**config.mk**
```make
export PLATFORM = sky130hd
export DESIGN_NAME = jpeg_frame_size_scanner
export DESIGN_NICKNAME = d
export VERILOG_FILES = /design/src/hw/rtl/jfs_pkg.sv /design/src/hw/rtl/jfs_parser.sv /design/src/hw/rtl/jfs_out_queue.sv /design/src/hw/rtl/jpeg_frame_size_scanner.sv
export SDC_FILE = /design/constraint.sdc
export NUM_CORES = 1
export LEC_CHECK = 0
export BUFFER_PORTS_ARGS = -buffer_cell sky130_fd_sc_hd__buf_2
export CAP_MARGIN = 5
export CORE_ASPECT_RATIO = 0.75
export CORE_MARGIN = 3
export CORE_UTILIZATION = 55
export DETAILED_ROUTE_END_ITERATION = 10
export GPL_TIMING_DRIVEN = 0
export PLACE_DENSITY = 0.74
export SETUP_SLACK_MARGIN = 0.02
export SKIP_CTS_REPAIR_TIMING = 1
export SLEW_MARGIN = 20
export SYNTH_ARGS = -nofsm -noshare
export SYNTH_HDL_FRONTEND = slang
export SYNTH_SLANG_ARGS = --single-unit
```
**constraint.sdc**
```tcl
create_clock -name clk -period 7.2 [get_ports clk]
set_input_delay 0.72 -clock clk [delete_from_list [all_inputs] [get_ports clk]]
set_output_delay 0.72 -clock clk [all_outputs]
set_load 0.1 [all_outputs]
```
**src/hw/rtl/jfs_pkg.sv**
```systemverilog
`default_nettype none
package jfs_pkg;

  localparam logic [7:0] MarkPrefix = 8'hFF;
  localparam logic [7:0] MarkSoi    = 8'hD8;
  localparam logic [7:0] MarkSof0   = 8'hC0;
  localparam logic [7:0] MarkSof2   = 8'hC2;

  localparam int QueueDepth = 3;

  typedef enum logic [3:0] {
    PH_SOI_A  = 4'd0,
    PH_SOI_B  = 4'd1,
    PH_MARK_A = 4'd2,
    PH_MARK_B = 4'd3,
    PH_SOF_L1 = 4'd4,
    PH_SOF_L2 = 4'd5,
    PH_SOF_P  = 4'd6,
    PH_H_HI   = 4'd7,
    PH_H_LO   = 4'd8,
    PH_W_HI   = 4'd9,
    PH_W_LO   = 4'd10,
    PH_SEG_HI = 4'd11,
    PH_SEG_LO = 4'd12,
    PH_SKIP   = 4'd13
  } phase_t;

  typedef enum logic [2:0] {
    ST_FOUND     = 3'd0,
    ST_BAD_START = 3'd1,
    ST_NO_FF     = 3'd2,
    ST_SHORT_LEN = 3'd3,
    ST_ENDED     = 3'd4
  } status_t;

  typedef struct packed {
    status_t     status;
    logic [15:0] height;
    logic [15:0] width;
  } result_t;

endpackage
`default_nettype wire

```
**src/hw/rtl/jfs_parser.sv**
```systemverilog
`default_nettype none
module jfs_parser (
  input  wire logic             clk,
  input  wire logic             rst,
  input  wire logic             take,
  input  wire logic [7:0]       byte_value,
  input  wire logic             last_byte,
  output logic                  pipe_busy,
  output logic                  res_valid,
  output jfs_pkg::result_t      res
);
  import jfs_pkg::*;

  logic        pipe_valid;
  logic [7:0]  pipe_byte;
  logic        pipe_last;

  phase_t      phase, phase_next;
  logic [15:0] skip_left, skip_left_next;
  logic [7:0]  length_high, length_high_next;
  logic [15:0] height_acc, height_acc_next;
  logic [15:0] width_acc, width_acc_next;
  logic        reported, reported_next;

  logic        emit;
  status_t     st;
  logic [15:0] seg_len;
  logic [15:0] skip_dec;

  assign pipe_busy = pipe_valid;
  assign seg_len   = {length_high, pipe_byte};
  assign skip_dec  = (skip_left != 16'd0) ? (skip_left - 16'd1) : skip_left;

  always_ff @(posedge clk) begin
    if (rst) begin
      pipe_valid <= 1'b0;
    end else begin
      pipe_valid <= take;
    end
    if (take) begin
      pipe_byte <= byte_value;
      pipe_last <= last_byte;
    end
  end

  always_ff @(posedge clk) begin
    if (rst) begin
      phase       <= PH_SOI_A;
      skip_left   <= 16'd0;
      length_high <= 8'd0;
      height_acc  <= 16'd0;
      width_acc   <= 16'd0;
      reported    <= 1'b0;
    end else begin
      phase       <= phase_next;
      skip_left   <= skip_left_next;
      length_high <= length_high_next;
      height_acc  <= height_acc_next;
      width_acc   <= width_acc_next;
      reported    <= reported_next;
    end
  end

  always_comb begin
    phase_next       = phase;
    skip_left_next   = skip_left;
    length_high_next = length_high;
    height_acc_next  = height_acc;
    width_acc_next   = width_acc;
    reported_next    = reported;
    emit             = 1'b0;
    st               = ST_ENDED;
    if (pipe_valid && !reported) begin
      case (phase)
        PH_SOI_A: begin
          if (pipe_byte != MarkPrefix) begin
            emit = 1'b1;
            st   = ST_BAD_START;
          end else begin
            phase_next = PH_SOI_B;
          end
        end
        PH_SOI_B: begin
          if (pipe_byte != MarkSoi) begin
            emit = 1'b1;
            st   = ST_BAD_START;
          end else begin
            phase_next = PH_MARK_A;
          end
        end
        PH_MARK_A: begin
          if (pipe_byte != MarkPrefix) begin
            emit = 1'b1;
            st   = ST_NO_FF;
          end else begin
            phase_next = PH_MARK_B;
          end
        end
        PH_MARK_B: begin
          // stay on fill bytes
          if (pipe_byte != MarkPrefix) begin
            phase_next = (pipe_byte == MarkSof0 || pipe_byte == MarkSof2) ?
                         PH_SOF_L1 : PH_SEG_HI;
          end
        end
        PH_SOF_L1: phase_next = PH_SOF_L2;
        PH_SOF_L2: phase_next = PH_SOF_P;
        PH_SOF_P:  phase_next = PH_H_HI;
        PH_H_HI: begin
          height_acc_next = {pipe_byte, 8'd0};
          phase_next      = PH_H_LO;
        end
        PH_H_LO: begin
          height_acc_next = {height_acc[15:8], pipe_byte};
          phase_next      = PH_W_HI;
        end
        PH_W_HI: begin
          width_acc_next = {pipe_byte, 8'd0};
          phase_next     = PH_W_LO;
        end
        PH_W_LO: begin
          width_acc_next = {width_acc[15:8], pipe_byte};
          emit           = 1'b1;
          st             = ST_FOUND;
        end
        PH_SEG_HI: begin
          length_high_next = pipe_byte;
          phase_next       = PH_SEG_LO;
        end
        PH_SEG_LO: begin
          if (seg_len < 16'd2) begin
            emit = 1'b1;
            st   = ST_SHORT_LEN;
          end else begin
            skip_left_next = seg_len - 16'd2;
            phase_next     = (seg_len == 16'd2) ? PH_MARK_A : PH_SKIP;
          end
        end
        PH_SKIP: begin
          skip_left_next = skip_dec;
          if (skip_dec == 16'd0) begin
            phase_next = PH_MARK_A;
          end
        end
        default: phase_next = PH_SOI_A;
      endcase
      // a lone FF that ends the file is still a bad start
      if (phase == PH_SOI_A && pipe_last && pipe_byte == MarkPrefix) begin
        emit = 1'b1;
        st   = ST_BAD_START;
      end
      if (!emit && pipe_last) begin
        emit = 1'b1;
        st   = ST_ENDED;
      end
      if (emit) begin
        reported_next = 1'b1;
      end
    end
    // rearm after the last byte of a file
    if (pipe_valid && pipe_last) begin
      phase_next       = PH_SOI_A;
      skip_left_next   = 16'd0;
      length_high_next = 8'd0;
      height_acc_next  = 16'd0;
      width_acc_next   = 16'd0;
      reported_next    = 1'b0;
    end
  end

  always_comb begin
    res_valid  = emit;
    res.status = st;
    res.height = (st == ST_FOUND) ? height_acc : 16'd0;
    res.width  = (st == ST_FOUND) ? {width_acc[15:8], pipe_byte} : 16'd0;
  end

  a_one_result_per_file: assert property (@(posedge clk) disable iff (rst)
    res_valid |-> !reported)
    else $error("result emitted twice for one file");

  a_rearm_on_last: assert property (@(posedge clk) disable iff (rst)
    (pipe_valid && pipe_last) |=> (phase == PH_SOI_A && !reported))
    else $error("parser not rearmed after last byte");

  a_found_at_width: assert property (@(posedge clk) disable iff (rst)
    (res_valid && res.status == ST_FOUND) |-> phase == PH_W_LO)
    else $error("found reported outside width low byte");

endmodule
`default_nettype wire

```
**src/hw/rtl/jfs_out_queue.sv**
```systemverilog
`default_nettype none
module jfs_out_queue (
  input  wire logic             clk,
  input  wire logic             rst,
  input  wire logic             push,
  input  wire jfs_pkg::result_t push_data,
  input  wire logic             pop,
  output logic                  not_empty,
  output logic [1:0]            level,
  output jfs_pkg::result_t      head
);
  import jfs_pkg::*;

  localparam logic [1:0] LastSlot = 2'(QueueDepth - 1);
  localparam logic [1:0] Full     = 2'(QueueDepth);

  result_t    slots [QueueDepth];
  logic [1:0] wr_ptr, rd_ptr, count;
  logic       do_pop;

  assign do_pop    = pop && (count != 2'd0);
  assign not_empty = (count != 2'd0);
  assign level     = count;
  assign head      = slots[rd_ptr];

  always_ff @(posedge clk) begin
    if (rst) begin
      wr_ptr <= 2'd0;
      rd_ptr <= 2'd0;
      count  <= 2'd0;
    end else begin
      if (push) begin
        wr_ptr <= (wr_ptr == LastSlot) ? 2'd0 : wr_ptr + 2'd1;
      end
      if (do_pop) begin
        rd_ptr <= (rd_ptr == LastSlot) ? 2'd0 : rd_ptr + 2'd1;
      end
      case ({push, do_pop})
        2'b10:   count <= count + 2'd1;
        2'b01:   count <= count - 2'd1;
        default: count <= count;
      endcase
    end
    if (push) begin
      slots[wr_ptr] <= push_data;
    end
  end

  a_no_overflow: assert property (@(posedge clk) disable iff (rst)
    push |-> count != Full)
    else $error("result queue overflow");

  a_level_bound: assert property (@(posedge clk) disable iff (rst)
    count <= Full)
    else $error("result queue level out of range");

  a_head_held: assert property (@(posedge clk) disable iff (rst)
    (not_empty && !pop) |=> $stable(rd_ptr))
    else $error("head moved while stalled");

endmodule
`default_nettype wire

```
**src/hw/rtl/jpeg_frame_size_scanner.sv**
```systemverilog
// JPEG frame size scanner.
// Input channel: one file byte per transaction on byte_value, with last_byte
// high on the final byte of a file; taken when in_valid is high and in_stall
// low. Output channel: at most one result per file (status, frame_height,
// frame_width), taken when out_valid is high and out_stall low.
// Status: found, bad start marker, missing FF, segment length below two, or
// stream ended. Height and width are zero unless the status is found.
// Throughput: one byte per cycle sustained while in_stall is low. A result
// reaches the output ports after the byte that causes it is accepted, via the
// input register, then the parse logic writing a three-entry result queue.
// When the receiver stalls, results wait in the queue and bytes keep flowing
// until the queue plus the byte in flight could fill it; in_stall then rises.
// Bytes after a file's result are dropped silently until its last byte,
// which rearms the parser for the next file.
// Reset (rst, synchronous) empties the queue and returns the parser to
// waiting for the start marker of a new file.
`default_nettype none
module jpeg_frame_size_scanner (
  input  wire logic        clk,
  input  wire logic        rst,
  input  wire logic        in_valid,
  output logic             in_stall,
  input  wire logic [7:0]  byte_value,
  input  wire logic        last_byte,
  output logic             out_valid,
  input  wire logic        out_stall,
  output logic [2:0]       status,
  output logic [15:0]      frame_height,
  output logic [15:0]      frame_width
);
  import jfs_pkg::*;

  localparam logic [1:0] Full = 2'(QueueDepth);

  logic       take;
  logic       pipe_busy;
  logic       res_valid;
  result_t    res;
  result_t    head;
  logic [1:0] level;

  // reserve a queue slot for the byte in flight
  assign in_stall = (level == Full) || (level == Full - 2'd1 && pipe_busy);
  assign take     = in_valid && !in_stall;

  jfs_parser u_parser (
    .clk        (clk),
    .rst        (rst),
    .take       (take),
    .byte_value (byte_value),
    .last_byte  (last_byte),
    .pipe_busy  (pipe_busy),
    .res_valid  (res_valid),
    .res        (res)
  );

  jfs_out_queue u_queue (
    .clk       (clk),
    .rst       (rst),
    .push      (res_valid),
    .push_data (res),
    .pop       (!out_stall),
    .not_empty (out_valid),
    .level     (level),
    .head      (head)
  );

  assign status       = head.status;
  assign frame_height = head.height;
  assign frame_width  = head.width;

endmodule
`default_nettype wire
```
======== Yosys cells after proc, flatten, opt, wreduce, memory -nomap -nowiden ========
Memories as Yosys holds them, arrays and structs flattened. A register that Yosys moved wholly into a read port is not among the register bits.
Cells that the tools add are included.
W data, S select, Z words.
operators by class
  add/sub/neg operators ................... 6
  magnitude comparators ................... 1
  equality and inequality tests ........... 31
  mux-type cells .......................... 40
  bitwise logic cells ..................... 2
  reduce and logical (&&, ||, !) cells .... 31
operator list
  kind                     count
  $pmux W16 S2             3
  $mux W16                 4
  $pmux W4 S14             1
  $mux W4                  8
  $eq A4 B4 Y1 const B     6
  $eq A8 B8 Y1 const B     3
  $mux W3                  7
  $eq A16 B2 Y1 const B    1
  $eq A4 B3 Y1 const B     4
  $logic_not A16 Y1        1
  $lt A16 B2 Y1 const B    1
  $ne A8 B8 Y1 const B     2
  $reduce_bool A16 Y1      1
  $sub A16 B1 Y16 const B  1
  $sub A16 B2 Y16 const B  1
  $pmux W3 S5              1
  $eq A2 B2 Y1 const B     5
  $mux W1                  10
  $reduce_and A3 Y1        3
  $eq A4 B2 Y1 const B     2
  $logic_and A1 B1 Y1      8
  $mux W2                  4
  $ne A2 B2 Y1 const B     4
  $reduce_and A8 Y1        1
  15 further kinds         29
storage, ports and cells
  bits in registers ....................... 69
  bits in writable memories ............... 105
  bits of input ports ..................... 13
  word-level logic and storage cells ...... 125
  memories kept ........................... 1
memories
  memory         depth  width  read ports  clocked after Yosys merged registers in  write ports  RTL line             text
  u_queue.slots  3      35     1           1                                        1            jfs_out_queue.sv:17  result_t slots [QueueDepth];

======== Logic depth before layout (Yosys ltp) ========
Gate-level depths: netlist of run 1.
  word-level depth ........................ 12
  gate-level depth with buffers ........... 9
  gate-level depth less buffers ........... 8

======== Cells and area by module ========
From an unflattened synthesis of run 1, not the netlist that was laid out.
second synthesis, totals
  cell total of the unflattened synthesis .. 735
  area total of the unflattened synthesis .. 7991.4 µm²
by module, submodules not included
  module                   times used  cells an instance  area an instance (µm²)  seq. area each (µm²)
  jfs_out_queue            1           256                4180.3                  3313.2
  jfs_parser               1           476                3791.1                  1351.3
  jpeg_frame_size_scanner  1           3                  20.0                    0.0

======== Worst setup path before layout of run 1 ========
No wires, ideal clock.
  path type ............................... register to register
  start ................................... register u_parser.pipe_byte[4]
  end ..................................... memory u_queue.slots[2][0] (netlist bit) (enable)
  setup time .............................. 478 ps
  arrival time ............................ 4383 ps
  data required time ...................... 6722 ps
  setup slack ............................. 2339 ps
  cell stages (with the launch flop) ...... 7
  buffers on the path ..................... 1
  clock period less this slack ............ 4861 ps
  cells stage by stage .................... edfxtp_1 clkbuf_1 nor3_1 nand2_1 o311ai_2 o21ai_1 nor3b_1
on the way
  longest elaborated chain between the ends .. 12
  elaborated cells between the ends (all ways) .. 18
RTL lines
  what                                         RTL line             text
  start, declared                              jfs_parser.sv:15     logic [7:0] pipe_byte;
  start signal, assigned                       jfs_parser.sv:41     pipe_byte <= byte_value;
  $lt A16 B2 Y1, or another cell as far along  jfs_parser.sv:131    if (seg_len < 16'd2) begin
  $mux W1 (on tied branches)                   -
  $pmux W1 S4                                  jfs_parser.sv:74     case (phase)
  $mux W1 *                                    jfs_parser.sv:148    if (phase == PH_SOI_A && pipe_last && pipe_byte == MarkPrefix) begin
  $mux W1 *                                    jfs_parser.sv:73     if (pipe_valid && !reported) begin
  $logic_not A1 Y1                             jfs_parser.sv:152    if (!emit && pipe_last) begin
  $logic_and A1 B1 Y1                          jfs_parser.sv:152
  $mux W1 *                                    jfs_parser.sv:152
  $mux W1 * (2 in series)                      jfs_parser.sv:73
  $mux W1 *                                    jfs_out_queue.sv:44  if (push) begin
  $mux W1 (not written as such) *              jfs_out_queue.sv:45  slots[wr_ptr] <= push_data;
  end, declared                                jfs_out_queue.sv:17
Every way passes the cells marked *; elsewhere a longest branch is shown, timed or not. The select of a mux whose other input is x is not followed.

======== Worst setup path after layout of run 1 ========
  start ................................... register u_parser.pipe_byte[4]
  end ..................................... memory u_queue.slots[2][28] (netlist bit) (enable)
Same word-level chain as after synthesis.

==> qor.csv, run 1 <==
metric,value,unit
main flop type after synthesis,edfxtp_1,
slew margin rel.,30.6,%
first-pass detailed-route iteration total,5,
top-count cell post-synth,edfxtp_1,
worst vdd ir,230,uV
R2R cell count,9,
cell internal pwr,1.73,mW
fin cells,1027,
fillcell total,1085,
worst-skew pair later-pin latency,0.42,ns
CTS tree,built,
"Reg clk slew, reported paths",0.07,ns
flop2flop setup slack,3.10,ns
total core area,14000,sq um
fin crit share,56.9,%
Hold Startpoint,u_parser.height_acc[15],
Clock Tree Root,clkbuf_16,
WHS Endpoint,u_parser.height_acc[15],
Pleak,3.20,nW
critical-path cell list,clkbuf_1 > nor3_1 > nand2_1 > o311ai_2 > o21ai_1 > nor3b_2 > buf_6 > buf_4 > buf_6,
cell mode on critical path,buf_6,
sw power,0.936,mW
max frequency,244,MHz
mean routed wirelength per cell,19.1,microns
largest net degree at the start of global routing,32,
mean post-synth cell area,10.7,sq um
initial antenna violation count,0,
final hold violation count,0,
combinational group share of total power,24.0,%
# H-tree levels,4,
Routed Antenna Nets,0,
Post-Layout Inst Area,9180,sq um
clock skew,0.00543,ns
crit start category,flip-flop,
ranking of synthesized cells by area,"edfxtp_1 (43%), dfxtp_1 (16%), mux2i_1 (6.4%)",
"FFs w/ async S/R, synth",0,%
Starting Density,57.2,%
hold-critical path depth,2,
Tightest Hold Check Type,reg -> reg,
row cnt,37,
# IOs,50,
first-pass GRT wire length,31500,microns
crit path max-delay cell type,nor3_1,
clock share of power,34.2,%
Setup crit end kind,flip-flop,
1st-iter DRT viols,549,
commonest cells in the netlist,"edfxtp_1 (114), nand2_1 (68), dfxtp_1 (62)",
Crit Path Max Fanout,10,
final setup fails,0,
vias in the first global route,6044,
ant diodes,0,
port bufs,48,
global route total overflow,0,
CTS Buffer Depth,2,
Gate Count Post-Synth,746,
FF-to-FF Start,u_parser.pipe_byte[4],
"Slew Viols, Final",0,
WL final,19600,microns
Num Clock Sinks,176,
post-synth top area share,42.8,%
Num CTS Buffers,17,
Post-DP HPWL,13700,microns
Die Span Y,110,microns
Inst Count DP,995,
GRT Overall Usage,24.6,%
Worst EP arrival,4.23,ns
r2r endpoint,u_queue.slots[2][28],
nets@finish,836,
layout cells sized above 1,12.6,%
P&R area growth vs syn,14.8,%
status,finished clean,
YS warnings,0,
PwrDens,290,nW/um^2
MaxCap Viol Count,0,
GPL Wtd Cong,0.944,
area of the die,16000,sq um
post-synth cell types,60,
CP Class,reg -> reg,
placed cell area,8580,sq um
total nets after synthesis,763,
Worst EP required,7.34,ns
Seq cells post-synth,176,
Post-route DRC,0,
Worst path max stage delay,0.73,ns
vias per inst,6.05,
minimum clock period,4.10,ns
Vias,6213,
Synth area leader,edfxtp_1,
"Seq/Total Area, Yosys",58.4,%
Seq pwr share,41.8,%
Switching Share,35.1,%
Die X,145,microns
Synth Cell Area,7990,sq um
Worst Tran Pin Value,1.04,ns
Post-synth EDFFs,114,
unrepaired setup endpoints after global routing,false,
==> placed cells by master, fill, tap and decap left out, drive strengths merged, types with 7 or more instances in the layout <==
| cell type | n |
|---|---|
| a21oi | 38 |
| or4 | 10 |
| a22oi | 11 |
| xor2 | 7 |
| nand2 | 68 |
| nor2 | 61 |
| dfxtp | 62 |
| xnor2 | 8 |
| clkbuf | 62 |
| buf | 59 |
| edfxtp | 114 |
| or2 | 8 |
| mux2i | 51 |
| nor3 | 20 |
| nor4 | 15 |
| inv | 17 |
| nand3 | 30 |
| o21ai | 59 |
| o211ai | 7 |
| and2 | 37 |
==> worst max-delay path, delay by kind of cell (launching register included) <==
| kind | cells | cell delay, ns |
|---|---|---|
| simple gates | 3 | 1.63 |
| buf+inv | 4 | 0.94 |
| flops | 1 | 0.35 |
| compound gates | 2 | 0.88 |
==> final cells by class <==
type,count,area (sq um),share of cell area [%]
Timing Repair Buffer,54,325,3.54
Inverter,14,52.6,0.572
Multi-Input combinational cell,507,3110,33.9
Clock inverter,14,161,1.76
Sequential cell,176,4660,50.8
Tap cell,195,244,2.66
Clock buffer,18,429,4.67
Buffer,49,194,2.11
==> flip-flops by register name, summed over array words and instances, names as in the netlist, named ones only <==
signal,flops
u_queue.slots,105
u_parser.pipe_byte,8
u_parser.phase,4
u_queue.level,2
u_parser.skip_left,16
u_parser.height_acc,16
u_queue.rd_ptr,2
u_parser.pipe_busy,1
u_queue.wr_ptr,2
u_parser.reported,1
u_parser.length_high,8
u_parser.width_acc,8
u_parser.pipe_last,1
==> cell families after synthesis <==
| group | after synthesis | share of synthesized area (%) |
|---|---|---|
| AOI/OAI and AO/OA | 152 | 11.7 |
| xor gates and xnor gates | 15 | 1.64 |
| adders and majority gates | 4 | 0.626 |
| buffers and inverters | 63 | 3.08 |
| DFF | 176 | 58.4 |
| muxes | 52 | 6.53 |
| and+or+nand+nor | 284 | 18.1 |
==> layer usage <==
layer	up-vias	GRT usage [%]	share of wire (%)
met5	-	0	0
met4	0	6.77	1.1
met3	26	5.46	7.8
met2	294	37.9	45
met1	3005	35.5	46
li1	2888	-	-
==> power by group through the flow <==
stage / sequential, mW / combinational [mW] / clock, mW
2_1_floorplan: 1.13 / 0.530 / 0
3_3_place_gp: 1.13 / 0.627 / 0
3_5_place_dp: 1.14 / 0.639 / 0
4_1_cts: 1.11 / 0.639 / 0.917
5_1_grt: 1.12 / 0.666 / 0.968
6_report: 1.11 / 0.639 / 0.912
==> metrics by stage <==
| step | total power [mW] | util (%) | hold WS (ns) | worst slack [ns] | setup TNS [ns] |
|---|---|---|---|---|---|
| after global placement | 1.76 | 60.6 | 0.440 | -0.00381 | -0.0590 |
| after global routing | 2.75 | 65.7 | 0.449 | 2.96 | 0 |
| after CTS | 2.67 | 65.6 | 0.452 | 3.16 | 0 |
| after detailed placement | 1.77 | 61.4 | 0.443 | 3.18 | 0 |
| after floorplan | 1.66 | - | 0.427 | 2.34 | 0 |
| final | 2.66 | 65.7 | 0.452 | 3.10 | 0 |
==> worst max-delay path by stage <==
stage                          startpoint                   end  slack (ns)  depth (start not counted)
floorplan           u_parser.pipe_byte[4]   u_queue.slots[2][0]        2.34                          6
global placement    u_parser.pipe_byte[4]  u_queue.slots[2][28]      -0.004                          6
detailed placement  u_parser.pipe_byte[4]  u_queue.slots[2][20]        3.18                          9
CTS                 u_parser.pipe_byte[4]  u_queue.slots[2][17]        3.16                          9
global route        u_parser.pipe_byte[4]  u_queue.slots[2][17]        2.96                          9
finish              u_parser.pipe_byte[4]  u_queue.slots[2][28]        3.10                          9
Note: power is estimated with default switching activity, not from simulation.
==> run 2: changes to the inputs <==
--- a/config.mk
+++ b/config.mk
@@ -5,6 +5,7 @@
 export SDC_FILE = /design/constraint.sdc
 export NUM_CORES = 1
 export LEC_CHECK = 0
+export ABC_AREA = 1
 export BUFFER_PORTS_ARGS = -buffer_cell sky130_fd_sc_hd__buf_2
 export CAP_MARGIN = 5
 export CORE_ASPECT_RATIO = 0.75
@@ -12,7 +13,7 @@
 export CORE_UTILIZATION = 55
 export DETAILED_ROUTE_END_ITERATION = 10
 export GPL_TIMING_DRIVEN = 0
-export PLACE_DENSITY = 0.74
+export PLACE_DENSITY = 0.77
 export SETUP_SLACK_MARGIN = 0.02
 export SKIP_CTS_REPAIR_TIMING = 1
 export SLEW_MARGIN = 20
==> constraint.sdc (replaced) <==
create_clock -name clk -period 3.6 [get_ports clk]
set_input_delay 0.36 -clock clk [delete_from_list [all_inputs] [get_ports clk]]
set_output_delay 0.36 -clock clk [all_outputs]
set_load 0.1 [all_outputs]
==> qor.csv, run 2 <==
metric,value,unit
top flop regs,"u_queue.slots: 105 flops, u_parser.height_acc: 16 flops, u_parser.skip_left: 16 flops",
final setup TNS,0,ns
max frequency,343,MHz
fin crit share,80.9,%
sw power,1.89,mW
Post-DP HPWL,13100,microns
"Slew Viols, Final",0,
Seq cells post-synth,176,
"Reg clk slew, reported paths",0.07,ns
Die X,146,microns
max FFs per register,105,
CTS tree,built,
Synth Cell Area,8040,sq um
# IOs,50,
Die Span Y,111,microns
1st-iter DRT viols,642,
Vias,6398,
highest-count cells in the layout ignoring fill and taps,"nand2_1 (161), a21oi_1 (134), edfxtp_1 (114)",
ranking of synthesized cells by area,"edfxtp_1 (43%), dfxtp_1 (15%), a21oi_1 (8.3%)",
slew margin rel.,36.0,%
Synth area leader,edfxtp_1,
minimum clock period,2.91,ns
combinational group share of total power,23.3,%
vias in the first global route,5940,
mean routed wirelength per cell,16.7,microns
layout cells sized above 1,15.0,%
final hold violation count,0,
Num CTS Buffers,17,
Tightest Hold Check Type,in -> reg,
"Seq/Total Area, Yosys",58.0,%
initial antenna violation count,0,
Num Clock Sinks,176,
CTS Buffer Depth,2,
commonest cells in the netlist,"nand2_1 (161), a21oi_1 (134), edfxtp_1 (114)",
Worst EP required,3.24,ns
"commonest non-fill, non-tap cell in the layout",nand2_1,
PwrDens,577,nW/um^2
Pleak,3.61,nW
Gate Count Post-Synth,862,
first-pass GRT wire length,31000,microns
Worst Tran Pin Value,0.957,ns
GR Layer Usage met2,36.4,%
total core area,14000,sq um
Reg with most FFs,u_queue.slots,
mean post-synth cell area,9.33,sq um
port bufs,49,
ant diodes,0,
Seq pwr share,41.7,%
Post-Layout Inst Area,9220,sq um
GRT Overall Usage,24.1,%
Setup crit end kind,output pin,
WL final,19100,microns
cell internal pwr,3.43,mW
clock share of power,35.0,%
post-synth cell types,41,
global route total overflow,0,
CP Class,reg -> out,
Clock Tree Root,clkbuf_16,
row cnt,37,
clock skew,0.0104,ns
Routed Antenna Nets,0,
worst vdd ir,332,uV
# H-tree levels,4,
Switching Share,35.6,%
Post-synth EDFFs,114,
Crit Path Max Fanout,10,
post-synth top area share,42.6,%
vias per inst,5.60,
main flop type after synthesis,edfxtp_1,
top-count cell post-synth,nand2_1,
Min Hold Slack,0.106,ns
busiest grt layer,met1,
nets@finish,951,
MaxCap Viol Count,0,
P&R area growth vs syn,14.6,%
placed cell area,8620,sq um
Worst EP arrival,2.55,ns
GPL Wtd Cong,0.934,
met1 Use GR,36.4,%
met3 usage,4.66,%
area of the die,16100,sq um
largest net degree at the start of global routing,24,
unrepaired setup endpoints after global routing,false,
status,finished clean,
total nets after synthesis,879,
"FFs w/ async S/R, synth",0,%
final setup fails,0,
crit start category,flip-flop,
fillcell total,1113,
Post-route DRC,0,
worst-skew pair later-pin latency,0.42,ns
Starting Density,57.3,%
first-pass detailed-route iteration total,6,
YS warnings,0,
## run 2: cell count changes in the layout (fill, tap and decap cells not counted), sizes merged, moves of 21 or more
cell and change:
mux2i -51, and2 -37, nor3b +21, clkbuf -22
a21oi +97, nand2 +98, nor2 +48, inv +49
## run 2: worst max-delay path: stages, from the launching register on
cell and delay (ns):
dfxtp_1 0.31, clkbuf_1 0.48, clkinv_1 0.42, buf_1 0.38, nand2_1 0.15, a21oi_1 0.08
buf_2 0.29
## run 2: power by group through the flow
stage                     clock, mW  sequential [mW]  combinational, mW
after floorplan                   0             2.25               1.02
final                          1.86             2.22               1.24
after global routing           1.97             2.22               1.30
after CTS                      1.87             2.22               1.24
after detailed placement          0             2.26               1.24
after global placement            0             2.26               1.22
## run 2: path summary, 6_finish.rpt
| kind | startpoint | end | slack (ns) | cells after the start |
|---|---|---|---|---|
| max | flip-flop | frame_height[15] | 0.69 | 6 |
| min | last_byte | u_parser.pipe_last | 0.11 | 1 |
| max reg2reg | u_parser.pipe_byte[7] | u_queue.slots[2][25] | 0.69 | 13 |
| min reg2reg | u_parser.height_acc[15] | u_parser.height_acc[15] | 0.46 | 2 |
## run 2: kinds of logic after synthesis
logic type | count (synthesis) | synth area share, %
adder cells (fa/ha/maj) | 4 | 0.622
AND/OR/NAND/NOR | 370 | 21.3
buffers and inverters | 99 | 5.49
flip-flops | 176 | 58.0
AO/OA/AOI/OAI | 201 | 13.2
XOR/XNOR | 12 | 1.31
## run 2: layout make-up
type,instances,area (sq um),share of cell area (%)
multi-input combinational,587,2950,32.0
tap,195,244,2.65
clock inverter,14,169,1.83
clock buffer,18,429,4.66
sequential,176,4660,50.6
buffer,38,213,2.31
timing repair buffer,53,323,3.50
inverter,61,229,2.48
## run 2: stage by stage
| step | std cells | utilization (%) | power [mW] | setup slack, ns |
|---|---|---|---|---|
| 6_report | 1142 | 65.7 | 5.32 | 0.686 |
| 2_1_floorplan | 862 | - | 3.28 | 0.487 |
| 3_3_place_gp | 1106 | 60.8 | 3.48 | -0.636 |
| 4_1_cts | 1142 | 65.7 | 5.33 | 0.698 |
| 5_1_grt | 1142 | 65.7 | 5.49 | 0.485 |
| 3_5_place_dp | 1110 | 61.4 | 3.50 | 0.739 |
## run 2: metal layers
| layer | part of all wire (%) | routed length [microns] | vias up |
|---|---|---|---|
| met5 | 0 | 0 | - |
| met4 | 0.90 | 172 | 0 |
| met3 | 7.9 | 1510 | 25 |
| met2 | 44 | 8380 | 259 |
| met1 | 47 | 8990 | 3008 |
| li1 | - | - | 3106 |
==> run 3: changes to the inputs <==
==> constraint.sdc (replaced) <==
create_clock -name clk -period 2.6 [get_ports clk]
set_input_delay 0.26 -clock clk [delete_from_list [all_inputs] [get_ports clk]]
set_output_delay 0.26 -clock clk [all_outputs]
set_load 0.1 [all_outputs]
==> qor.csv, run 3 (synthesized netlist as in run 2, its figures left out) <==
metric,value,unit
total core area,14000,sq um
PwrDens,765,nW/um^2
Reg with most FFs,u_queue.slots,
Worst path max stage delay,0.53,ns
vias per inst,5.63,
Num Clock Sinks,176,
Worst Tran Pin Value,0.905,ns
max frequency,397,MHz
routed wl met2,8720,microns
Routed Antenna Nets,0,
first-pass detailed-route iteration total,5,
crit start category,flip-flop,
P&R area growth vs syn,19.6,%
Post-route DRC,0,
critical-path cell list,buf_6 > nor2_4 > inv_2 > nor2_4 > inv_2 > nor2_4 > nand3_2 > nand2_2 > inv_2 > nand2_4 > o21ai_4 > nor3_4 > buf_8 > buf_12,
GPL Wtd Cong,0.961,
Crit Path Max Fanout,14,
GRT Overall Usage,24.0,%
row cnt,37,
Seq pwr share,42.0,%
area of the die,16100,sq um
"Slew Viols, Final",0,
Top Metal Used,met5,
worst-skew pair later-pin latency,0.43,ns
Clock Tree Root,clkbuf_16,
WHS Endpoint,u_parser.pipe_byte[6],
CTS Buffer Depth,2,
final hold violation count,0,
sw power,2.73,mW
top flop regs,"u_queue.slots: 105 flops, u_parser.height_acc: 16 flops, u_parser.skip_left: 16 flops",
"commonest non-fill, non-tap cell in the layout",nand2_1,
Post-Layout Inst Area,9620,sq um
Worst EP arrival,2.66,ns
cell internal pwr,4.63,mW
global route total overflow,0,
# IOs,50,
fin cells,1157,
final setup fails,0,
ant diodes,0,
Pleak,3.71,nW
Worst Slack Setup Final,0.0811,ns
crit path max-delay cell type,edfxtp_1,
Inst Count DP,1110,
Post-DP HPWL,13300,microns
CTS tree,built,
# H-tree levels,4,
flop2flop setup slack,0.08,ns
port bufs,49,
r2r endpoint,u_queue.slots[2][33],
slew margin rel.,39.4,%
FF-to-FF Start,u_parser.pipe_byte[5],
CP Class,reg -> reg,
vias in the first global route,6031,
"Reg clk slew, reported paths",0.06,ns
Die X,146,microns
Met3 Wirelength,1600,microns
Tightest Hold Check Type,in -> reg,
status,finished clean,
Die Span Y,111,microns
MaxCap Viol Count,0,
nets@finish,966,
combinational group share of total power,24.8,%
minimum clock period,2.52,ns
largest net degree at the start of global routing,30,
1st-iter DRT viols,635,
Starting Density,57.3,%
clock share of power,33.2,%
Worst EP required,2.74,ns
highest-count cells in the layout ignoring fill and taps,"nand2_1 (159), edfxtp_1 (114), a21oi_1 (102)",
R2R cell count,14,
initial antenna violation count,1,
layout cells sized above 1,22.9,%
mean routed wirelength per cell,16.9,microns
Num CTS Buffers,17,
Vias,6517,
worst vdd ir,478,uV
placed cell area,8750,sq um
Setup crit end kind,flip-flop,
first-pass GRT wire length,30800,microns
met1 WL,9010,microns
Min Hold Slack,0.00538,ns
max FFs per register,105,
post-place setup slack,-0.229,ns
unrepaired setup endpoints after global routing,true,
fin crit share,96.9,%
clock skew,0.00954,ns
Switching Share,37.1,%
Hold Startpoint,byte_value[6],
WL final,19600,microns
hold-critical path depth,1,
[run 3: worst max-delay path, delay by kind of cell (launching register included)]
| kind | cells | cell delay [ns] |
|---|---|---|
| buf+inv | 6 | 0.73 |
| simple gates | 7 | 0.85 |
| compound gates | 1 | 0.11 |
| flops | 1 | 0.53 |
[run 3: cell type report]
cell class / count / area [sq um]
plain buffers: 36 / 215
clock buffers: 18 / 429
clock inverters: 14 / 143
fillers: 1068 / 4410
inverters: 61 / 248
multi-input cells: 587 / 3170
flip-flops and latches: 176 / 4670
well taps: 195 / 244
repair buffers: 70 / 499
[run 3: stage by stage]
| step | total power [mW] | util [%] | setup TNS, ns |
|---|---|---|---|
| 2_1_floorplan | 4.61 | - | 0 |
| 3_3_place_gp | 4.89 | 61.8 | -76.67 |
| 3_5_place_dp | 4.92 | 62.4 | -5.32 |
| 4_1_cts | 7.32 | 66.5 | -9.70 |
| 5_1_grt | 7.58 | 68.6 | -0.286 |
| 6_report | 7.35 | 68.6 | 0 |
[run 3: worst max path at each step]
| stage | startpoint | to | depth (start not counted) |
|---|---|---|---|
| floorplan | u_parser.pipe_byte[3] | u_queue.slots[2][0] | 10 |
| global route | u_parser.pipe_byte[5] | u_queue.slots[2][33] | 14 |
| CTS | u_parser.pipe_byte[6] | u_queue.slots[2][33] | 13 |
| global placement | u_parser.pipe_byte[6] | u_queue.slots[2][28] | 11 |
| finish | u_parser.pipe_byte[5] | u_queue.slots[2][33] | 14 |
| detailed placement | u_parser.pipe_byte[6] | u_queue.slots[2][28] | 13 |
[run 3: per-layer routing]
layer | up-vias | track usage, %
li1 | 3135 | -
met1 | 3072 | 35.6
met2 | 279 | 35.5
met3 | 29 | 5.56
met4 | 2 | 6.96
met5 | - | 0
[run 3: power by group through the flow]
stage	logic, mW	registers, mW	clock network (mW)
3_3_place_gp	1.76	3.13	0
2_1_floorplan	1.49	3.12	0
6_report	1.82	3.09	2.45
4_1_cts	1.79	3.07	2.46
5_1_grt	1.90	3.09	2.59
3_5_place_dp	1.78	3.13	0
